[config.mk]
export PLATFORM = sky130hd
export DESIGN_NAME = indexed_list_insert_delete_core
export DESIGN_NICKNAME = d
export VERILOG_FILES = /design/src/hw/rtl/ilid_pkg.sv /design/src/hw/rtl/indexed_list_insert_delete_core.sv /design/src/hw/rtl/ilid_cell.sv /design/src/hw/rtl/ilid_rsp_buf.sv
export SDC_FILE = /design/constraint.sdc
export NUM_CORES = 2
export LEC_CHECK = 0
export BUFFER_PORTS_ARGS = -buffer_cell sky130_fd_sc_hd__buf_2
export CAP_MARGIN = 0
export CORE_AREA = 3 3 270 272
export CTS_BUF_LIST = sky130_fd_sc_hd__clkbuf_8
export CTS_CLUSTER_DIAMETER = 50
export CTS_CLUSTER_SIZE = 30
export DETAILED_ROUTE_END_ITERATION = 10
export DIE_AREA = 0 0 273 275
export PLACE_DENSITY_LB_ADDON = 0.08
export SLEW_MARGIN = 10
export SYNTH_ARGS = -nofsm -noshare
export SYNTH_HDL_FRONTEND = slang
export SYNTH_SLANG_ARGS = --single-unit
[constraint.sdc]
create_clock -name clock -period 8.6 [get_ports clock]
set_clock_uncertainty 0.1 [all_clocks]
set_input_delay 1.72 -clock clock [delete_from_list [all_inputs] [get_ports clock]]
set_output_delay 1.72 -clock clock [all_outputs]
set_load 0.01 [all_outputs]
[src/hw/rtl/ilid_pkg.sv]
// shared types and codes for the indexed list insert/delete core
// no dependencies
package ilid_pkg;

   typedef enum logic [1:0] {
      FN_APPEND = 2'd0,
      FN_INSERT = 2'd1,
      FN_DELETE = 2'd2,
      FN_READ   = 2'd3
   } ilid_func_type;

   typedef enum logic [1:0] {
      ST_DONE  = 2'd0,
      ST_RANGE = 2'd1,
      ST_FULL  = 2'd2
   } ilid_status_type;

   localparam int DATA_W  = 32;
   localparam int POS_IN_W = 5;
   localparam int CNT_OUT_W = 5;

   typedef struct packed {
      logic              ins_en;
      logic              del_en;
      logic [DATA_W-1:0] value;
   } ilid_cmd_type;

   typedef struct packed {
      ilid_status_type      status;
      logic [CNT_OUT_W-1:0] count;
      logic [DATA_W-1:0]    read_value;
   } ilid_rsp_type;

endpackage

[src/hw/rtl/indexed_list_insert_delete_core.sv]
// top level of the indexed list insert/delete core
// depends on ilid_pkg, ilid_cell, ilid_rsp_buf
//
// Bounded ordered list of CAPACITY signed 32-bit words held in a chain of
// cells, one entry per cell. Append, insert, delete and read each take one
// transaction per clock while req_ready is high: on acceptance every cell
// above the position (on delete, also the one at it) loads its neighbor in
// the same cycle, so the list is updated at once and the next transaction
// may follow in the next cycle. A two-entry result buffer keeps req_ready
// high unless two results are waiting. Reads reach the first 32 entries
// (the position port is 5 bits); rsp_count is the entry count truncated to
// 5 bits. Entries need no clearing after reset.
module indexed_list_insert_delete_core
   import ilid_pkg::*;
#(
   parameter int CAPACITY = 16
) (
   input  logic                clock,
   input  logic                reset,
   input  logic                req_valid,
   output logic                req_ready,
   input  logic [1:0]          req_func,
   input  logic [4:0]          req_position,
   input  logic signed [31:0]  req_value,
   output logic                rsp_valid,
   input  logic                rsp_ready,
   output logic [1:0]          rsp_status,
   output logic [4:0]          rsp_count,
   output logic signed [31:0]  rsp_read_value
);

   localparam int CNT_W = $clog2(CAPACITY + 1);
   localparam int CMP_W = (CNT_W > POS_IN_W) ? CNT_W : POS_IN_W;
   localparam int RD_N  = (CAPACITY < 32) ? CAPACITY : 32;

   logic [CNT_W-1:0]  count_ff;
   logic [CNT_W-1:0]  count_in;
   logic [CNT_W-1:0]  shift_pos;
   logic [DATA_W-1:0] cell_data [CAPACITY];
   logic [DATA_W-1:0] read_mux;
   logic [CMP_W-1:0]  pos_c;
   logic [CMP_W-1:0]  cnt_c;
   logic              full;
   logic              accept;
   ilid_func_type     fn;
   ilid_cmd_type      cmd;
   ilid_rsp_type      rsp_new;
   ilid_rsp_type      rsp_out;

   assign accept = req_valid && req_ready;
   assign fn     = ilid_func_type'(req_func);
   assign pos_c  = CMP_W'(req_position);
   assign cnt_c  = CMP_W'(count_ff);
   assign full   = count_ff == CNT_W'(CAPACITY);

   always_comb begin
      read_mux = '0;
      for (int i = 0; i < RD_N; i++) begin
         if (req_position == POS_IN_W'(i)) begin
            read_mux = read_mux | cell_data[i];
         end
      end
   end

   always_comb begin
      cmd.ins_en         = 1'b0;
      cmd.del_en         = 1'b0;
      cmd.value          = req_value;
      shift_pos          = CNT_W'(req_position);
      count_in           = count_ff;
      rsp_new.status     = ST_DONE;
      rsp_new.read_value = '0;
      unique case (fn)
         FN_APPEND: begin
            if (full) begin
               rsp_new.status = ST_FULL;
            end else begin
               cmd.ins_en = 1'b1;
               shift_pos  = count_ff;
               count_in   = count_ff + 1'b1;
            end
         end
         FN_INSERT: begin
            if (pos_c > cnt_c) begin
               rsp_new.status = ST_RANGE;
            end else if (full) begin
               rsp_new.status = ST_FULL;
            end else begin
               cmd.ins_en = 1'b1;
               count_in   = count_ff + 1'b1;
            end
         end
         FN_DELETE: begin
            if (pos_c >= cnt_c) begin
               rsp_new.status = ST_RANGE;
            end else begin
               cmd.del_en = 1'b1;
               count_in   = count_ff - 1'b1;
            end
         end
         FN_READ: begin
            if (pos_c >= cnt_c) begin
               rsp_new.status = ST_RANGE;
            end else begin
               rsp_new.read_value = read_mux;
            end
         end
         default: begin
            rsp_new.status = ST_RANGE;
         end
      endcase
      rsp_new.count = CNT_OUT_W'(CMP_W'(count_in));
      if (!accept) begin
         cmd.ins_en = 1'b0;
         cmd.del_en = 1'b0;
         count_in   = count_ff;
      end
   end

   always_ff @(posedge clock) begin
      if (reset) begin
         count_ff <= '0;
      end else begin
         count_ff <= count_in;
      end
   end

   for (genvar g = 0; g < CAPACITY; g++) begin : g_cell
      logic [DATA_W-1:0] left_data;
      logic [DATA_W-1:0] right_data;
      if (g == 0) begin : g_first
         assign left_data = '0;
      end else begin : g_mid_l
         assign left_data = cell_data[g-1];
      end
      if (g == CAPACITY - 1) begin : g_last
         assign right_data = '0;
      end else begin : g_mid_r
         assign right_data = cell_data[g+1];
      end
      ilid_cell #(
         .POS_W (CNT_W),
         .INDEX (g)
      ) u_cell (
         .clock      (clock),
         .cmd        (cmd),
         .pos        (shift_pos),
         .left_data  (left_data),
         .right_data (right_data),
         .data       (cell_data[g])
      );
   end

   ilid_rsp_buf u_rsp_buf (
      .clock     (clock),
      .reset     (reset),
      .in_valid  (req_valid),
      .in_ready  (req_ready),
      .in_rsp    (rsp_new),
      .out_valid (rsp_valid),
      .out_ready (rsp_ready),
      .out_rsp   (rsp_out)
   );

   assign rsp_status     = rsp_out.status;
   assign rsp_count      = rsp_out.count;
   assign rsp_read_value = rsp_out.read_value;

   a_count_bound: assert property (@(posedge clock) disable iff (reset)
      count_ff <= CNT_W'(CAPACITY))
      else $error("entry count above capacity");

   a_append_grows: assert property (@(posedge clock) disable iff (reset)
      accept && req_func == FN_APPEND && !full |=> count_ff == $past(count_ff) + 1'b1)
      else $error("append did not grow the list");

   a_delete_shrinks: assert property (@(posedge clock) disable iff (reset)
      accept && req_func == FN_DELETE && pos_c < cnt_c
      |=> count_ff == $past(count_ff) - 1'b1)
      else $error("delete did not shrink the list");

   a_stall_has_result: assert property (@(posedge clock) disable iff (reset)
      !req_ready |-> rsp_valid)
      else $error("input stalled with no result pending");

endmodule

[src/hw/rtl/ilid_cell.sv]
// one list entry of the shifting cell chain
// depends on ilid_pkg
module ilid_cell
   import ilid_pkg::*;
#(
   parameter int POS_W = 5,
   parameter int INDEX = 0
) (
   input  logic              clock,
   input  ilid_cmd_type      cmd,
   input  logic [POS_W-1:0]  pos,
   input  logic [DATA_W-1:0] left_data,
   input  logic [DATA_W-1:0] right_data,
   output logic [DATA_W-1:0] data
);

   logic [DATA_W-1:0] data_ff;
   logic [DATA_W-1:0] data_in;
   logic              above;
   logic              at_pos;

   assign above  = POS_W'(INDEX) > pos;
   assign at_pos = POS_W'(INDEX) == pos;

   always_comb begin
      data_in = data_ff;
      if (cmd.ins_en) begin
         if (above) begin
            data_in = left_data;
         end else if (at_pos) begin
            data_in = cmd.value;
         end
      end else if (cmd.del_en) begin
         if (above || at_pos) begin
            data_in = right_data;
         end
      end
   end

   always_ff @(posedge clock) begin
      data_ff <= data_in;
   end

   assign data = data_ff;

endmodule

[src/hw/rtl/ilid_rsp_buf.sv]
// two-entry result buffer: output register plus skid register
// depends on ilid_pkg
module ilid_rsp_buf
   import ilid_pkg::*;
(
   input  logic         clock,
   input  logic         reset,
   input  logic         in_valid,
   output logic         in_ready,
   input  ilid_rsp_type in_rsp,
   output logic         out_valid,
   input  logic         out_ready,
   output ilid_rsp_type out_rsp
);

   logic         out_valid_ff;
   logic         out_valid_in;
   ilid_rsp_type out_rsp_ff;
   ilid_rsp_type out_rsp_in;
   logic         skid_valid_ff;
   logic         skid_valid_in;
   ilid_rsp_type skid_rsp_ff;
   ilid_rsp_type skid_rsp_in;
   logic         accept;

   assign in_ready = !skid_valid_ff;
   assign accept   = in_valid && in_ready;

   always_comb begin
      out_valid_in  = out_valid_ff;
      out_rsp_in    = out_rsp_ff;
      skid_valid_in = skid_valid_ff;
      skid_rsp_in   = skid_rsp_ff;
      if (!out_valid_ff || out_ready) begin
         if (skid_valid_ff) begin
            out_valid_in  = 1'b1;
            out_rsp_in    = skid_rsp_ff;
            skid_valid_in = accept;
            skid_rsp_in   = in_rsp;
         end else begin
            out_valid_in = accept;
            out_rsp_in   = in_rsp;
         end
      end else if (accept) begin
         skid_valid_in = 1'b1;
         skid_rsp_in   = in_rsp;
      end
   end

   always_ff @(posedge clock) begin
      if (reset) begin
         out_valid_ff  <= 1'b0;
         skid_valid_ff <= 1'b0;
      end else begin
         out_valid_ff  <= out_valid_in;
         skid_valid_ff <= skid_valid_in;
      end
      out_rsp_ff  <= out_rsp_in;
      skid_rsp_ff <= skid_rsp_in;
   end

   assign out_valid = out_valid_ff;
   assign out_rsp   = out_rsp_ff;

endmodule

After elaboration in Yosys (flattened, before gate mapping)
Index checks and enable logic that the tools add are counted.
Operators by class
  add/subtract/negate cells: 2
  $lt $le $gt $ge: 18
  equal/unequal tests: 51
  muxes and demuxes: 122
  bitwise operators: 15
  reduce and logical (&&, ||, !) cells: 59
Operators with widths (count)
  32-bit 2-to-1 mux: 98
  32-bit bitwise OR: 15
  39-bit 2-to-1 mux: 4
  3-bit by 1-bit inequality test with 1-bit output, second input constant: 16
  3-bit AND reduction: 16
  4-bit by 5-bit equality test with 1-bit output, first input constant: 8
  5-bit by 4-bit equality test with 1-bit output, second input constant: 8
  4-bit by 5-bit > comparator with 1-bit output, first input constant: 8
  2-bit nonzero test: 18
  5-bit 2-to-1 mux: 5
  3-bit by 5-bit equality test with 1-bit output, first input constant: 4
  5-bit by 3-bit equality test with 1-bit output, second input constant: 4
  3-bit by 5-bit > comparator with 1-bit output, first input constant: 4
  1-bit logical OR: 17
  5-bit case mux with 3 select lines: 1
  2-bit by 5-bit equality test with 1-bit output, first input constant: 2
  5-bit by 2-bit equality test with 1-bit output, second input constant: 2
  1-bit by 5-bit > comparator with 1-bit output, first input constant: 2
  2-bit by 5-bit > comparator with 1-bit output, first input constant: 2
  5-bit logical NOT: 2
  1-bit 2-to-1 mux: 9
  2-bit 2-to-1 mux: 3
  2-bit case mux with 3 select lines: 1
  5-bit by 1-bit adder with 5-bit output, second input constant: 1
  other kinds (15): 17
Storage, ports and cells
  register bits: 597
  input port bits: 43
  output and inout bits: 41

Logic depth before layout (Yosys ltp)
  depth after elaboration: 36
  depth in mapped cells: 13
  gate-level depth less buffers: 8

Hierarchy
A second synthesis with hierarchy kept.
Unflattened totals
  cell total of the unflattened synthesis: 3410
  area, all modules: 34351.7 µm²
Modules (own cells, without submodules)
  indexed_list_insert_delete_core: instances 1, cells each 630, area an instance 3827.4 µm², sequential area each 100.1 µm²
  ilid_rsp_buf: instances 1, cells each 131, area an instance 3098.0 µm², sequential area each 2382.3 µm²
  ilid_cell at g_cell[4].u_cell: instances 1, cells each 188, area an instance 1926.8 µm², sequential area each 960.9 µm²
  ilid_cell at g_cell[8].u_cell: instances 1, cells each 184, area an instance 1865.5 µm², sequential area each 960.9 µm²
  ilid_cell at g_cell[9].u_cell: instances 1, cells each 185, area an instance 1855.5 µm², sequential area each 960.9 µm²
  ilid_cell at g_cell[1].u_cell: instances 1, cells each 184, area an instance 1836.8 µm², sequential area each 960.9 µm²
  ilid_cell at g_cell[13].u_cell: instances 1, cells each 184, area an instance 1820.5 µm², sequential area each 960.9 µm²
  ilid_cell at g_cell[5].u_cell: instances 1, cells each 185, area an instance 1746.7 µm², sequential area each 960.9 µm²
  ilid_cell at g_cell[11].u_cell: instances 1, cells each 185, area an instance 1731.7 µm², sequential area each 960.9 µm²
  ilid_cell at g_cell[12].u_cell: instances 1, cells each 178, area an instance 1695.4 µm², sequential area each 960.9 µm²
  ilid_cell at g_cell[14].u_cell: instances 1, cells each 177, area an instance 1674.1 µm², sequential area each 960.9 µm²
  ilid_cell at g_cell[2].u_cell: instances 1, cells each 142, area an instance 1669.1 µm², sequential area each 960.9 µm²
  ilid_cell at g_cell[6].u_cell: instances 1, cells each 142, area an instance 1667.8 µm², sequential area each 960.9 µm²
  ilid_cell at g_cell[15].u_cell: instances 1, cells each 177, area an instance 1652.8 µm², sequential area each 960.9 µm²
  4 more rows

Worst setup path before layout
OpenSTA, ideal clock, no wires.
  path kind: input-to-reg
  start: input port rsp_ready
  end: register u_rsp_buf.skid_rsp_ff[0] in the netlist's numbering, enable pin
  arrival: 5.650 ns
  data required time: 8.011 ns
  slack: 2.361 ns
  stages on the path: 2
  buffers on the path: 0
  cell sequence: nand2b_1 o21ai_0
On the way
  longest elaborated chain between the ends: 3
  elaborated cells on any way between the ends: 4
Ends and longest elaborated chain
  start, declared: line indexed_list_insert_delete_core.sv:26  | input logic rsp_ready,
  1-bit logical OR (*): line ilid_rsp_buf.sv:34  | if (!out_valid_ff || out_ready) begin
  2-bit by 1-bit inequality test with 1-bit output (no line) / 2-bit nonzero test (equally long branches)
  2-bit AND reduction (no line) (*)
  end signal, assigned: line ilid_rsp_buf.sv:59  | skid_rsp_ff <= skid_rsp_in;
  end, declared: line ilid_rsp_buf.sv:22  | ilid_rsp_type skid_rsp_ff;
Every way passes the cells marked *; elsewhere a longest branch is shown, timed or not.
A chain may end at the register's enable or synchronous reset.

Final worst setup path
  start: input port req_func[1]
  end: register g_cell[2].u_cell.data_ff[24], enable pin
On the way
  longest elaborated chain between the ends: 6
  elaborated cells on any way between the ends: 14
Ends and longest elaborated chain
  start, declared: line indexed_list_insert_delete_core.sv:22  | input logic [1:0] req_func,
  2-bit logical NOT: line indexed_list_insert_delete_core.sv:73  | unique case (fn)
  5-bit 2-to-1 mux: line indexed_list_insert_delete_core.sv:73
  2-bit by 5-bit > comparator with 1-bit output / 2-bit by 5-bit equality test with 1-bit output (equally long branches): line ilid_cell.sv:22, ilid_cell.sv:23
  1-bit logical OR: line ilid_cell.sv:34  | if (above || at_pos) begin
  2-bit nonzero test (no line)
  3-bit AND reduction (no line) (*)
  end signal, assigned: line ilid_cell.sv:41  | data_ff <= data_in;
  end, declared: line ilid_cell.sv:17  | logic [DATA_W-1:0] data_ff;
Marks and branches as above.

==> impl_results.md <==
* R2R depth at 9
* HPWL after DPL at between 60000 and 70000 um
* Initial DRC Count at roughly 3.9k
* Setup Fix Bufs, Post-CTS at 0
* DP Worst Slack at between 2 and 2.5 ns
* Total Die Area at ~0.075 mm^2
* Pwr dens at 195.2 mW/mm^2
* Syn nets at 3521
* Tmin final at approximately 5.5 ns
* Largest family of logic cells by synthesized area: simple AND/OR/NAND/NOR gates
* First-pass GRT wire length at ~170000 um
* Startpoint Class: input port
* Most frequent cells in the layout: nand2_1 (655), edfxtp_1 (590), nand3_1 (542)
* Clk slew on worst S/H paths at roughly 0.1 ns
* Largest net degree at the start of global routing at 240
* Area of placed instances at 0.03460 mm^2
* Slew headroom at ~12%
* Max cap viols at 0
* CP endpoint kind: flip-flop
* WP data arrival at approximately 5.8 ns
* Worst-Skew Late Latency at about 0.70 ns
* Slew Viols, Final at 0
* Post-route setup slack at between 3 and 4 ns
* Number of CTS-inserted buffers at 74
* EDFF count, synth at 590
* Initial DRT Pass Iterations at 7
* Commonest non-fill, non-tap cell in the layout: nand2_1
* Syn Inst Count at ~3.5k
* Final Cycle Share at roughly 64%
* Register bit total from synthesis at roughly 600
* Slew @ Worst Pin at about 1.3 ns
* Total track usage at a little under a third
* Die height at approximately 280 um
* VDD IR-drop max at between 150 and 200 uV
* Core ar. at 0.07100 mm^2
* Post-Synth XOR/XNOR Area at less than 1%
* Vias per cell at 6.495
* Fmax at roughly 0.18 GHz
* Share of cells above drive strength 1 at around a tenth
* Fillers at ~6.5k
* FP Rows at 98
* Clock Path Buffers at 3
* Worst min path class: flip-flop to flip-flop
* Simple-gate share of the synthesized area at a little over a fifth
* RePlAce Congestion at 0.8984
* Worst EP required at between 8 and 9 ns
* Cell area after synthesis at about 0.034 mm^2
* Yosys warnings at 0
* Hold Buf Count CTS at 0
* Most used DFF post-synth: edfxtp_1
* Cts repair resizes at 0
* Root Driver: clkbuf_8
* Antenna-violating nets left at 0
* Mean Syn Cell Area at approximately 9.7 um^2
* P_leak at around 13 nW
* CTS tree: built
* Vias at approximately 28k
* Initial antenna violation count at 3
* Nets@finish at ~3.4k
* # setup viols final at 0
* I/O pins at 84
* WL final at ~120000 um
* Asr flop ratio synth at 0%
* Hold Slack at between 0.4 and 0.5 ns
* Area grow syn2layout at 7.687%
* Drt drc at 0
* Count of final hold-check violations at 0
* Seq/Total Area, Yosys at between 50% and 60%
* Wirelength per Cell at approximately 26 um
* Die X at about 270 um
* Finished Cell Area at roughly 0.036 mm^2
* Compound-cell area share of the yosys netlist at around 10%
* RSZ-0062 raised after global routing: false
* Initial Utilization at between 40% and 50%
* Gr ovfl total at 0
* Mux share of post-synthesis cell area at approximately 11%
* Status: finished clean
* Adder-cell share of the synthesized area at 0.2597%
* Clock Sink Count at approximately 600
* Port Buf Inserts at between 80 and 90
* Vias in the first global route at 26.98k
* CP max FO at 33
* Final TNS setup at 0 ns
* Hold Path Stages at 2
* Yosys cell types at 69
* CP Class: input port to flip-flop
* H-tree depth at 3
-- layout make-up --
type	count	area (um^2)	area share, %
Sequential cell	597	17860	49.17
Inverter	14	52.55	0.1447
Clock buffer	75	1032	2.842
Timing Repair Buffer	139	910.9	2.508
Tap cell	950	1189	3.273
Antenna cell	2	5.005	0.01378
Multi-Input combinational cell	2518	14590	40.18
Clock inverter	60	680.7	1.874
-- Yosys cell counts, types with 2 or more instances --
library cell  count  area share [%]
buf_2           105             1.6
nand3_1         543             8.1
dfxtp_1           7            0.42
o21ai_2           3           0.078
o21ai_0          78             1.2
o31ai_1          32            0.71
inv_1            12            0.13
nor2_1          154             1.7
edfxtp_1        590              53
nand4b_1          2           0.052
o211ai_2          2           0.074
a31oi_1          69             1.3
o21ai_1         248             3.7
a21oi_1          84             1.2
mux2_2           11            0.37
nand2_1         657             7.3
a21o_1            2           0.045
ha_1              7            0.26
or3_1             3           0.056
o211ai_1         34            0.76
buf_6            11            0.37
nor3_1            9            0.13
nand4_1         129             2.4
inv_2             2           0.022
buf_4            17            0.38
and3_1            2           0.037
o21a_1            7            0.16
nor3b_1           3           0.067
a22o_1            2           0.052
nor2b_1           6            0.11
mux2i_1         356              11
nor4_1           31            0.58
buf_1            32            0.36
xnor2_1           4            0.10
and2_1            6            0.11
clkbuf_1        177             2.0
a211oi_1          2           0.045
-- kinds of logic (layout without fill, tap and decap cells) --
group           count (synthesis)  after routing
flops                         597            597
fa+ha+maj                       7              7
other cells                     0              2
compound gates                584            584
buf+inv                       356            288
simple gates                 1556           1556
xor+xnor                        4              4
mux                           367            367
-- registers in the layout (all words and copies together), names as in the netlist --
register	flops
u_rsp_buf.skid_rsp_ff	39
cnt_c	5
u_rsp_buf.out_rsp	39
u_rsp_buf.skid_valid_ff	1
g_cell.u_cell.data	512
u_rsp_buf.out_valid	1
-- power by group --
part	leakage [nW]	total [mW]	switching (mW)	internal (mW)
Sequential	5.53	3.47	0.0951	3.37
Clock	0.861	2.44	1.26	1.18
Combinational	7.04	1.18	0.824	0.357
Total	13.4	7.09	2.18	4.91
-- layer usage --
metal  global-route usage (%)  share of wire, %
met1                    42.79                42
met3                    5.285               9.9
met5                        0                 0
met4                    11.36               3.7
met2                    46.30                44
-- worst max-delay path: stages --
cell	delay, ns
buf_2	0.48
nor3_4	0.15
o32ai_4	1.06
buf_4	0.51
nand2_4	0.50
nor2_4	0.77
buf_4	0.47
-- final timing paths --
kind | startpoint | end | slack [ns]
hold / removal | u_rsp_buf.skid_rsp_ff[15]$_DFFE_PP_ | u_rsp_buf.out_rsp[15]$_DFFE_PN_ | 0.43
setup / recovery | req_func[1] | g_cell[2].u_cell.data[24]$_DFFE_PP_ | 3.08
setup reg to reg | cnt_c[1]$_SDFFE_PP0P_ | g_cell[2].u_cell.data[24]$_DFFE_PP_ | 3.25
hold reg to reg | u_rsp_buf.skid_rsp_ff[15]$_DFFE_PP_ | u_rsp_buf.out_rsp[15]$_DFFE_PN_ | 0.43
-- per-stage QoR --
stage	power [mW]	utilization, %	cells
after global placement	4.676	48.74	4218
after detailed placement	4.694	48.74	4218
final	7.089	51.16	4355
after global routing	7.342	51.16	4355
after CTS	7.116	51.15	4353
after floorplan	4.295	-	3471
Power figures use the tool's default switching activity.
